## config.mk

```make
export PLATFORM = sky130hd
export DESIGN_NAME = lfu_block_cache_tags_flat
export DESIGN_NICKNAME = d
export VERILOG_FILES = /design/src/rtl/lfubct_pkg.sv /design/src/rtl/lfubct_if.sv /design/src/rtl/lfubct_front.sv /design/src/rtl/lfubct_back.sv /design/src/rtl/lfu_block_cache_tags.sv /design/src/flat_wrapper.sv
export SDC_FILE = /design/constraint.sdc
export NUM_CORES = 1
export LEC_CHECK = 0
export BUFFER_PORTS_ARGS = -buffer_cell sky130_fd_sc_hd__buf_2
export CAP_MARGIN = 20
export CELL_PAD_IN_SITES_DETAIL_PLACEMENT = 1
export CELL_PAD_IN_SITES_GLOBAL_PLACEMENT = 2
export CORE_MARGIN = 2
export CORE_UTILIZATION = 35
export DETAILED_ROUTE_END_ITERATION = 6
export HOLD_SLACK_MARGIN = 0.08
export PLACE_DENSITY_LB_ADDON = 0.25
export SLEW_MARGIN = 15
export SYNTH_ARGS = -nofsm -noshare
export SYNTH_HDL_FRONTEND = slang
export SYNTH_SLANG_ARGS = --single-unit
```

## constraint.sdc

```tcl
create_clock -name clk -period 4.2 [get_ports clk]
set_input_delay 0.84 -clock clk [delete_from_list [all_inputs] [get_ports clk]]
set_output_delay 0.84 -clock clk [all_outputs]
set_load 0.005 [all_outputs]
```

## src/rtl/lfubct_pkg.sv

```systemverilog
// lfubct_pkg: shared types, codes and defaults for the lfu block cache tag logic
// no dependencies; used by the channel interfaces and every rtl module
`default_nettype none

package lfubct_pkg;

  // default configuration of the cache
  localparam int WAYS_DEF       = 8;
  localparam int ADDR_BITS_DEF  = 48;
  localparam int COUNT_BITS_DEF = 32;

  // fixed field widths on the channels
  localparam int IN_ADDR_BITS = 48;
  localparam int WAY_BITS     = 3;
  localparam int STATUS_BITS  = 2;

  // result status codes
  typedef enum logic [STATUS_BITS-1:0] {
    ST_HIT    = 2'd0,
    ST_FILLED = 2'd1,
    ST_FAILED = 2'd2
  } status_t;

  // back end sequencer states
  typedef enum logic [1:0] {
    BK_IDLE,
    BK_SCAN,
    BK_DONE
  } back_state_t;

endpackage

`default_nettype wire

```

## src/rtl/lfubct_if.sv

```systemverilog
// lfubct_in_if / lfubct_out_if: valid/ready channels for request and result words
// depends on lfubct_pkg for field widths
`default_nettype none

interface lfubct_in_if;
  import lfubct_pkg::*;

  logic                    valid;
  logic                    ready;
  logic [IN_ADDR_BITS-1:0] block_address;
  logic                    fill_ok;

  modport source (output valid, block_address, fill_ok, input ready);
  modport sink   (input valid, block_address, fill_ok, output ready);
endinterface

interface lfubct_out_if;
  import lfubct_pkg::*;

  logic                   valid;
  logic                   ready;
  logic [WAY_BITS-1:0]    way;
  logic                   hit;
  logic [STATUS_BITS-1:0] status;

  modport source (output valid, way, hit, status, input ready);
  modport sink   (input valid, way, hit, status, output ready);
endinterface

`default_nettype wire

```

## src/rtl/lfubct_front.sv

```systemverilog
// lfubct_front: accepts request words, trims the address to a tag, queues them
// depends on lfubct_pkg and lfubct_in_if
`default_nettype none

module lfubct_front #(
  parameter int ADDR_BITS = lfubct_pkg::ADDR_BITS_DEF
) (
  input  wire logic                 clk,
  input  wire logic                 rst_n,
  lfubct_in_if.sink                 in_ch,
  output logic                      q_valid,
  input  wire logic                 q_pop,
  output logic [ADDR_BITS-1:0]      q_tag,
  output logic                      q_fill_ok
);
  import lfubct_pkg::*;

  localparam int DEPTH = 2;

  logic [ADDR_BITS-1:0] q_tag_r [DEPTH];
  logic                 q_ok_r  [DEPTH];
  logic                 wr_ptr_r, wr_ptr_nxt;
  logic                 rd_ptr_r, rd_ptr_nxt;
  logic [1:0]           count_r, count_nxt;
  logic                 push;
  logic [ADDR_BITS+IN_ADDR_BITS-1:0] addr_ext;
  logic [ADDR_BITS-1:0] in_tag;

  // zero-extend then keep the low tag bits
  assign addr_ext = {{ADDR_BITS{1'b0}}, in_ch.block_address};
  assign in_tag   = addr_ext[ADDR_BITS-1:0];

  assign in_ch.ready = (count_r != 2'(DEPTH));
  assign push        = in_ch.valid && in_ch.ready;

  assign q_valid   = (count_r != 2'd0);
  assign q_tag     = q_tag_r[rd_ptr_r];
  assign q_fill_ok = q_ok_r[rd_ptr_r];

  always_comb begin
    wr_ptr_nxt = push ? !wr_ptr_r : wr_ptr_r;
    rd_ptr_nxt = q_pop ? !rd_ptr_r : rd_ptr_r;
    count_nxt  = count_r;
    if (push && !q_pop) begin
      count_nxt = count_r + 2'd1;
    end else if (!push && q_pop) begin
      count_nxt = count_r - 2'd1;
    end
  end

  always_ff @(posedge clk) begin
    if (!rst_n) begin
      wr_ptr_r <= 1'b0;
      rd_ptr_r <= 1'b0;
      count_r  <= 2'd0;
    end else begin
      wr_ptr_r <= wr_ptr_nxt;
      rd_ptr_r <= rd_ptr_nxt;
      count_r  <= count_nxt;
    end
  end

  always_ff @(posedge clk) begin
    if (push) begin
      q_tag_r[wr_ptr_r] <= in_tag;
      q_ok_r[wr_ptr_r]  <= in_ch.fill_ok;
    end
  end

endmodule

`default_nettype wire

```

## src/rtl/lfubct_back.sv

```systemverilog
// lfubct_back: scans the ways one per cycle for a hit and the lfu victim, updates
// tag/usage storage and holds the result word; depends on lfubct_pkg, lfubct_out_if
`default_nettype none

module lfubct_back #(
  parameter int WAYS       = lfubct_pkg::WAYS_DEF,
  parameter int ADDR_BITS  = lfubct_pkg::ADDR_BITS_DEF,
  parameter int COUNT_BITS = lfubct_pkg::COUNT_BITS_DEF
) (
  input  wire logic                 clk,
  input  wire logic                 rst_n,
  input  wire logic                 q_valid,
  output logic                      q_pop,
  input  wire logic [ADDR_BITS-1:0] q_tag,
  input  wire logic                 q_fill_ok,
  lfubct_out_if.source              out_ch
);
  import lfubct_pkg::*;

  localparam int IDX_W = $clog2(WAYS);
  localparam logic [COUNT_BITS-1:0] COUNT_MAX = {COUNT_BITS{1'b1}};
  localparam logic [IDX_W-1:0]      LAST_IDX  = IDX_W'(WAYS - 1);

  // tag and usage storage, one shared write port and one read port
  logic [ADDR_BITS-1:0]  tag_mem [WAYS];
  logic [COUNT_BITS-1:0] use_mem [WAYS];
  logic [ADDR_BITS-1:0]  rd_tag_r;
  logic [COUNT_BITS-1:0] rd_use_r;
  logic                  tag_we, use_we;
  logic [IDX_W-1:0]      wr_addr;
  logic [ADDR_BITS-1:0]  wr_tag;
  logic [COUNT_BITS-1:0] wr_use;

  logic [WAYS-1:0] valid_r, valid_nxt;

  back_state_t state_r, state_nxt;

  // current request
  logic [ADDR_BITS-1:0] req_tag_r, req_tag_nxt;
  logic                 req_ok_r, req_ok_nxt;

  // scan pipeline: issue address, then evaluate the registered read in the next cycle
  logic [IDX_W:0]   rd_cnt_r, rd_cnt_nxt;
  logic [IDX_W-1:0] rd_addr;
  logic             ev_v_r, ev_v_nxt;
  logic [IDX_W-1:0] ev_idx_r, ev_idx_nxt;

  // scan results
  logic                  found_r, found_nxt;
  logic [IDX_W-1:0]      hit_idx_r, hit_idx_nxt;
  logic [COUNT_BITS-1:0] hit_use_r, hit_use_nxt;
  logic                  have_min_r, have_min_nxt;
  logic [IDX_W-1:0]      min_idx_r, min_idx_nxt;
  logic [COUNT_BITS-1:0] min_use_r, min_use_nxt;

  // result register
  logic                   out_v_r, out_v_nxt;
  logic [WAY_BITS-1:0]    out_way_r, out_way_nxt;
  logic                   out_hit_r, out_hit_nxt;
  logic [STATUS_BITS-1:0] out_st_r, out_st_nxt;

  logic                  ev_valid;
  logic [COUNT_BITS-1:0] ev_use;
  logic                  ev_hit;
  logic [IDX_W-1:0]      sel_idx;
  logic [WAY_BITS+IDX_W-1:0] sel_ext;
  logic                  out_free;

  assign out_ch.valid  = out_v_r;
  assign out_ch.way    = out_way_r;
  assign out_ch.hit    = out_hit_r;
  assign out_ch.status = out_st_r;

  assign rd_addr  = rd_cnt_r[IDX_W-1:0];
  assign ev_valid = valid_r[ev_idx_r];
  // an invalid way counts as never used
  assign ev_use   = ev_valid ? rd_use_r : '0;
  assign ev_hit   = ev_valid && (rd_tag_r == req_tag_r);
  assign sel_idx  = found_r ? hit_idx_r : min_idx_r;
  assign sel_ext  = {{WAY_BITS{1'b0}}, sel_idx};
  assign out_free = !out_v_r || out_ch.ready;

  always_comb begin
    state_nxt    = state_r;
    req_tag_nxt  = req_tag_r;
    req_ok_nxt   = req_ok_r;
    rd_cnt_nxt   = rd_cnt_r;
    ev_v_nxt     = 1'b0;
    ev_idx_nxt   = ev_idx_r;
    found_nxt    = found_r;
    hit_idx_nxt  = hit_idx_r;
    hit_use_nxt  = hit_use_r;
    have_min_nxt = have_min_r;
    min_idx_nxt  = min_idx_r;
    min_use_nxt  = min_use_r;
    valid_nxt    = valid_r;
    out_v_nxt    = out_v_r && !out_ch.ready;
    out_way_nxt  = out_way_r;
    out_hit_nxt  = out_hit_r;
    out_st_nxt   = out_st_r;
    q_pop        = 1'b0;
    tag_we       = 1'b0;
    use_we       = 1'b0;
    wr_addr      = sel_idx;
    wr_tag       = req_tag_r;
    wr_use       = COUNT_BITS'(1);

    case (state_r)
      BK_IDLE: begin
        if (q_valid) begin
          q_pop        = 1'b1;
          req_tag_nxt  = q_tag;
          req_ok_nxt   = q_fill_ok;
          rd_cnt_nxt   = '0;
          found_nxt    = 1'b0;
          have_min_nxt = 1'b0;
          state_nxt    = BK_SCAN;
        end
      end

      BK_SCAN: begin
        if (rd_cnt_r < (IDX_W+1)'(WAYS)) begin
          ev_v_nxt   = 1'b1;
          ev_idx_nxt = rd_addr;
          rd_cnt_nxt = rd_cnt_r + 1'b1;
        end
        if (ev_v_r) begin
          // first valid match wins
          if (ev_hit && !found_r) begin
            found_nxt   = 1'b1;
            hit_idx_nxt = ev_idx_r;
            hit_use_nxt = rd_use_r;
          end
          // strict compare keeps the lowest index on ties
          if (!have_min_r || (ev_use < min_use_r)) begin
            have_min_nxt = 1'b1;
            min_idx_nxt  = ev_idx_r;
            min_use_nxt  = ev_use;
          end
          if (ev_idx_r == LAST_IDX) begin
            state_nxt = BK_DONE;
          end
        end
      end

      BK_DONE: begin
        if (out_free) begin
          out_v_nxt   = 1'b1;
          out_way_nxt = sel_ext[WAY_BITS-1:0];
          out_hit_nxt = found_r;
          if (found_r) begin
            use_we     = 1'b1;
            wr_use     = (hit_use_r == COUNT_MAX) ? hit_use_r : hit_use_r + 1'b1;
            out_st_nxt = ST_HIT;
          end else if (req_ok_r) begin
            tag_we             = 1'b1;
            use_we             = 1'b1;
            valid_nxt[sel_idx] = 1'b1;
            out_st_nxt         = ST_FILLED;
          end else begin
            out_st_nxt = ST_FAILED;
          end
          state_nxt = BK_IDLE;
        end
      end

      default: begin
        state_nxt = BK_IDLE;
      end
    endcase
  end

  always_ff @(posedge clk) begin
    if (!rst_n) begin
      state_r <= BK_IDLE;
      valid_r <= '0;
      ev_v_r  <= 1'b0;
      out_v_r <= 1'b0;
    end else begin
      state_r <= state_nxt;
      valid_r <= valid_nxt;
      ev_v_r  <= ev_v_nxt;
      out_v_r <= out_v_nxt;
    end
  end

  always_ff @(posedge clk) begin
    req_tag_r  <= req_tag_nxt;
    req_ok_r   <= req_ok_nxt;
    rd_cnt_r   <= rd_cnt_nxt;
    ev_idx_r   <= ev_idx_nxt;
    found_r    <= found_nxt;
    hit_idx_r  <= hit_idx_nxt;
    hit_use_r  <= hit_use_nxt;
    have_min_r <= have_min_nxt;
    min_idx_r  <= min_idx_nxt;
    min_use_r  <= min_use_nxt;
    out_way_r  <= out_way_nxt;
    out_hit_r  <= out_hit_nxt;
    out_st_r   <= out_st_nxt;
  end

  always_ff @(posedge clk) begin
    if (tag_we) begin
      tag_mem[wr_addr] <= wr_tag;
    end
    if (use_we) begin
      use_mem[wr_addr] <= wr_use;
    end
    rd_tag_r <= tag_mem[rd_addr];
    rd_use_r <= use_mem[rd_addr];
  end

endmodule

`default_nettype wire

```

## src/rtl/lfu_block_cache_tags.sv

```systemverilog
// lfu_block_cache_tags: top level of the lfu block cache tag and replacement logic
// depends on lfubct_pkg, lfubct_if, lfubct_front and lfubct_back
`default_nettype none

// Tag lookup and least-frequently-used replacement for a fully associative
// block cache of WAYS ways. Each request word carries a block address and a
// fill_ok flag; each produces exactly one result word with the way, a hit flag
// and a status (hit, miss filled, miss fill failed). A hit bumps the way's
// usage count, saturating at all ones; a miss picks the lowest-index way with
// the smallest usage count, and on a good fill loads it with the new tag and a
// count of one. A failed fill changes nothing. Requests enter a two-word queue
// in the front end, so up to two can be taken while the back end is busy or a
// result waits. The back end handles one request at a time: it reads the tag
// and usage memory one way per cycle through its single read port. No
// clearing pass is needed after reset: per-way valid bits reset at once and
// an invalid way counts as unused.
module lfu_block_cache_tags #(
  parameter int WAYS       = lfubct_pkg::WAYS_DEF,
  parameter int ADDR_BITS  = lfubct_pkg::ADDR_BITS_DEF,
  parameter int COUNT_BITS = lfubct_pkg::COUNT_BITS_DEF
) (
  input  wire logic    clk,
  input  wire logic    rst_n,
  lfubct_in_if.sink    in_ch,
  lfubct_out_if.source out_ch
);
  import lfubct_pkg::*;

  // queue head between front and back
  logic                 q_valid;
  logic                 q_pop;
  logic [ADDR_BITS-1:0] q_tag;
  logic                 q_fill_ok;

  // front end: accepts request words and buffers them
  lfubct_front #(
    .ADDR_BITS (ADDR_BITS)
  ) u_front (
    .clk       (clk),
    .rst_n     (rst_n),
    .in_ch     (in_ch),
    .q_valid   (q_valid),
    .q_pop     (q_pop),
    .q_tag     (q_tag),
    .q_fill_ok (q_fill_ok)
  );

  // back end: way scan, victim choice, storage update and result word
  lfubct_back #(
    .WAYS       (WAYS),
    .ADDR_BITS  (ADDR_BITS),
    .COUNT_BITS (COUNT_BITS)
  ) u_back (
    .clk       (clk),
    .rst_n     (rst_n),
    .q_valid   (q_valid),
    .q_pop     (q_pop),
    .q_tag     (q_tag),
    .q_fill_ok (q_fill_ok),
    .out_ch    (out_ch)
  );

endmodule

`default_nettype wire

```

## src/flat_wrapper.sv

```systemverilog
// flat-port wrapper written by rule: the top's interface ports become plain ports
module lfu_block_cache_tags_flat import lfubct_pkg::*;
#(
  parameter int WAYS       = lfubct_pkg::WAYS_DEF,
  parameter int ADDR_BITS  = lfubct_pkg::ADDR_BITS_DEF,
  parameter int COUNT_BITS = lfubct_pkg::COUNT_BITS_DEF
)
  (clk, rst_n, in_ch_valid, in_ch_block_address, in_ch_fill_ok, in_ch_ready, out_ch_valid, out_ch_way, out_ch_hit, out_ch_status, out_ch_ready);
  lfubct_in_if in_ch_i ();
  lfubct_out_if out_ch_i ();
  input  wire logic clk;
  input  wire logic rst_n;
  input wire logic [$bits(in_ch_i.valid)-1:0] in_ch_valid;
  input wire logic [$bits(in_ch_i.block_address)-1:0] in_ch_block_address;
  input wire logic [$bits(in_ch_i.fill_ok)-1:0] in_ch_fill_ok;
  output wire logic [$bits(in_ch_i.ready)-1:0] in_ch_ready;
  output wire logic [$bits(out_ch_i.valid)-1:0] out_ch_valid;
  output wire logic [$bits(out_ch_i.way)-1:0] out_ch_way;
  output wire logic [$bits(out_ch_i.hit)-1:0] out_ch_hit;
  output wire logic [$bits(out_ch_i.status)-1:0] out_ch_status;
  input wire logic [$bits(out_ch_i.ready)-1:0] out_ch_ready;
  assign in_ch_i.valid = in_ch_valid;
  assign in_ch_i.block_address = in_ch_block_address;
  assign in_ch_i.fill_ok = in_ch_fill_ok;
  assign in_ch_ready = in_ch_i.ready;
  assign out_ch_valid = out_ch_i.valid;
  assign out_ch_way = out_ch_i.way;
  assign out_ch_hit = out_ch_i.hit;
  assign out_ch_status = out_ch_i.status;
  assign out_ch_i.ready = out_ch_ready;
  lfu_block_cache_tags #(.WAYS(WAYS), .ADDR_BITS(ADDR_BITS), .COUNT_BITS(COUNT_BITS)) u_core (.clk(clk), .rst_n(rst_n), .in_ch(in_ch_i), .out_ch(out_ch_i));
endmodule
```

==> results_dict.tcl <==
set metrics [dict create \
    outcome "finished clean" \
    grt_usage_pct 14.87 \
    cpLargestDelayFamily "simple AND/OR/NAND/NOR gates" \
    grt_pass1_vias 18440 \
    met3_usage_pct 2.558 \
    die_area_um2 106400 \
    avgSynthCellArea_um2 20.64 \
    crit_chain "mux4_2 > mux2_2 > and2_1 > ha_1 > nand3_1 > or3_1 > nor4_2 > nand4_1 > o211a_1 > nor2b_4 > buf_12" \
    rsz0062_at_grt "no" \
    synth_fp_nets 1847 \
    grtUsageMet1_pct 19.36 \
    period_needed_ps 3947 \
    grt_max_degree 84 \
    die_h_um 326.1 \
    cp.arrival_ps 4360 \
    powerDensity_nw_per_um2 611.4 \
    clock_latency_ps 680 \
    via_per_inst 4.916 \
    end_kind "register" \
    ys_warn_count 0 \
    p_int_uw 19040 \
    synth_ff_type "edfxtp_1" \
    cts_hold_buf 0 \
    start_util_pct 35.19 \
    clock-sinks 968 \
    maxCapViolations 0 \
    critPathMaxStageDelay_ps 540 \
    ant_nets 0 \
    pwr-share-comb_pct 17.0 \
    cts_buffers 102 \
    drt_first_pass_iters 5 \
    max_freq_mhz 253.3 \
    crit_type "register to register" \
    p_total_uw 25800 \
    instances_no_fill 3386 \
    hold_viol 0 \
    slew_viol_final 0 \
    vdd_ir_drop_max_v 0.0004041 \
    worst_hold_slack_ps 348.0 \
    use_met2_pct 25.66 \
    insertedDiodeCount 0 \
    max_slew_margin_pct 36.86 \
    hold_class "primary input to register" \
    drc_errors 0 \
    synthTopCellsByArea "edfxtp_1 (72%), mux4_2 (10%), dfxtp_1 (5.3%)" \
    tightest_slew_ps 947.1 \
    async_reset_ff_share_pct 0 \
    fin_skew_ps 32.16 \
    final_nets 2005 \
    cts_root_buffer "clkbuf_16" \
    syn_area_um2 36320 \
    htreeDepth 3 \
    p_leak_uw 0.01299 \
    tritoncts "built" \
    dp_cells 3191 \
    wire_per_inst_um 22.98 \
    grt.busiest_layer "met2" \
    fp.dieW_um 326.1 \
    clk_pin_slew_worst_paths_ps 60 \
    crit_fanout 21 \
    drtIter0Drc 1023 \
    gr-total-overflow 0 \
    grt_antenna_before_repair 2 \
    most-common-layout-cells "edfxtp_1 (872), mux4_2 (162), mux2_2 (131), clkbuf_16 (104), dfxtp_1 (95)" \
    cts_max_path_buffers 3 \
    setup_viol 0 \
    layout-drive-gt1-share_pct 28.46 \
    gp_congestion 0.7358 \
    area_growth_pct 16.18 \
    synth_top_cell_area_share_pct 72.10 \
    pwr-share-seq_pct 49.5 \
    ys_seq_elements 968 \
    core_um2 103200 \
    num_vias 16650 \
    grt_pass1_wl_um 119100 \
    critPathRequiredTime_ps 4610 \
    critPathSlowestCell "mux4_2" \
    ys_seq_area_share_pct 77.39 \
    pwr-share-clk_pct 33.4 \
    switching_share_pct 26.19 \
    hpwl_um 44480 \
    yosys.area.top_type "edfxtp_1" \
    num_rows 118 \
    layout_commonest_cell "edfxtp_1" \
    synth_edf_count 872 \
    ys_types 48 \
    fin_crit_sh_pct 93.98 \
    netSwitchingPower_uw 6757 \
    syn_inst 1760 \
    cp_num_buf_inv 1 \
    startpoint_type "register" \
    pin_count 61 \
    io_buffers 60 \
    wirelength_um 77810 \
]
[registers in the layout, summed over array words and instances, names as in the netlist, 3 cells and up]
name and cells:
u_core.u_back.rd_cnt_r 4, u_core.u_back.req_tag_r 48, u_core.u_back.valid_r 8, u_core.u_back.hit_idx_r 3, u_core.u_back.rd_use_r 32, u_core.u_back.out_ch.way 3, u_core.u_back.use_mem 256, u_core.u_front.q_tag_r 96
u_core.u_back.min_idx_r 3, u_core.u_back.hit_use_r 32, u_core.u_back.min_use_r 32, u_core.u_back.rd_tag_r 48, u_core.u_back.tag_mem 384, u_core.u_back.ev_idx_r 3
[metrics by stage]
stage | setup TNS [ps] | area, um^2 | util [%] | setup slack [ps]
floorplan | -14000 | 36320 | - | -45.89
global placement | -5144 | 38900 | 37.70 | -148.6
detailed placement | -8164 | 38900 | 37.70 | -235.6
CTS | 0 | 42150 | 40.84 | 72.95
global route | 0 | 42200 | 40.89 | 34.74
finish | 0 | 42200 | 40.89 | 252.6
[power groups by stage]
stage	Sequential, uW	Combinational, uW	Clock (uW)
after floorplan	12500	3330	0
after global placement	12900	4480	0
after detailed placement	13000	4530	0
after CTS	12800	4550	8890
after global routing	12900	4820	9270
final	12800	4390	8630
[cell families after synthesis]
group / share of synthesized area, %
fa+ha+maj: 1.171
compound gates: 1.268
flops: 77.39
simple gates: 3.114
xor+xnor: 1.760
buf+inv: 1.133
mux: 14.16
[worst reg2reg max path, stage by stage, from the launching register on]
cell	delay [ps]
edfxtp_1	470
mux4_2	540
mux2_2	460
and2_1	260
ha_1	310
nand3_1	100
or3_1	420
nor4_2	400
nand4_1	140
o211a_1	280
nor2b_4	150
buf_12	170
[layer usage]
metal	part of all wire, %	vias to the layer above	routed length [um]
met5	0	-	0
met3	3.1	130	2380
met1	43	8882	33780
met4	2.3	0	1791
met2	51	231	39850
li1	-	7403	-
[area by class of cell]
class,count,area (um^2)
Fill cell,9732,61010
Sequential cell,968,28110
Multi-Input combinational cell,685,7973
Clock buffer,159,2879
Tap cell,1380,1727
Timing Repair Buffer,117,991.0
Clock inverter,33,352.8
Inverter,44,165.2
[synthesized netlist by cell type (3+ instances only)]
library cell and count:
a211oi_1 4, a21boi_0 3, a21oi_1 14, a221oi_1 4
and2_1 39, and3_1 4, and4_1 4, buf_1 12
buf_2 5, clkbuf_1 47, dfxtp_1 96, edfxtp_1 872
ha_1 34, inv_1 44, mux2_2 131, mux4_2 162
nand2_1 22, nand2b_1 5, nand3_1 20, nand4_1 22
nor2_1 55, nor2b_1 5, nor3_1 13, nor4_1 12
o21a_1 10, o21ai_0 13, o221ai_1 3, or3_1 7
xnor2_1 35, xor2_1 38
[worst paths after layout]
path / slack (ps) / from / to / cells after the start
setup / recovery: 250 / u_core.u_back.ev_idx_r[0] / u_core.u_back.min_use_r[11] / 11
hold / removal: 350 / in_ch_block_address[41] / u_core.u_front.q_tag_r[0][41] / 1
setup reg to reg: 250 / u_core.u_back.ev_idx_r[0] / u_core.u_back.min_use_r[11] / 11
hold reg to reg: 440 / u_core.u_back.rd_use_r[8] / u_core.u_back.hit_use_r[8] / 0
[repair_timing]
action | in CTS | in global routing
setup buffers | 0 | 2
endpoints found under the setup margin | 35 | 35
resized for setup | 1 | 1
cloned | 1 | 0
No activity file was read; power rests on OpenSTA's default activity.
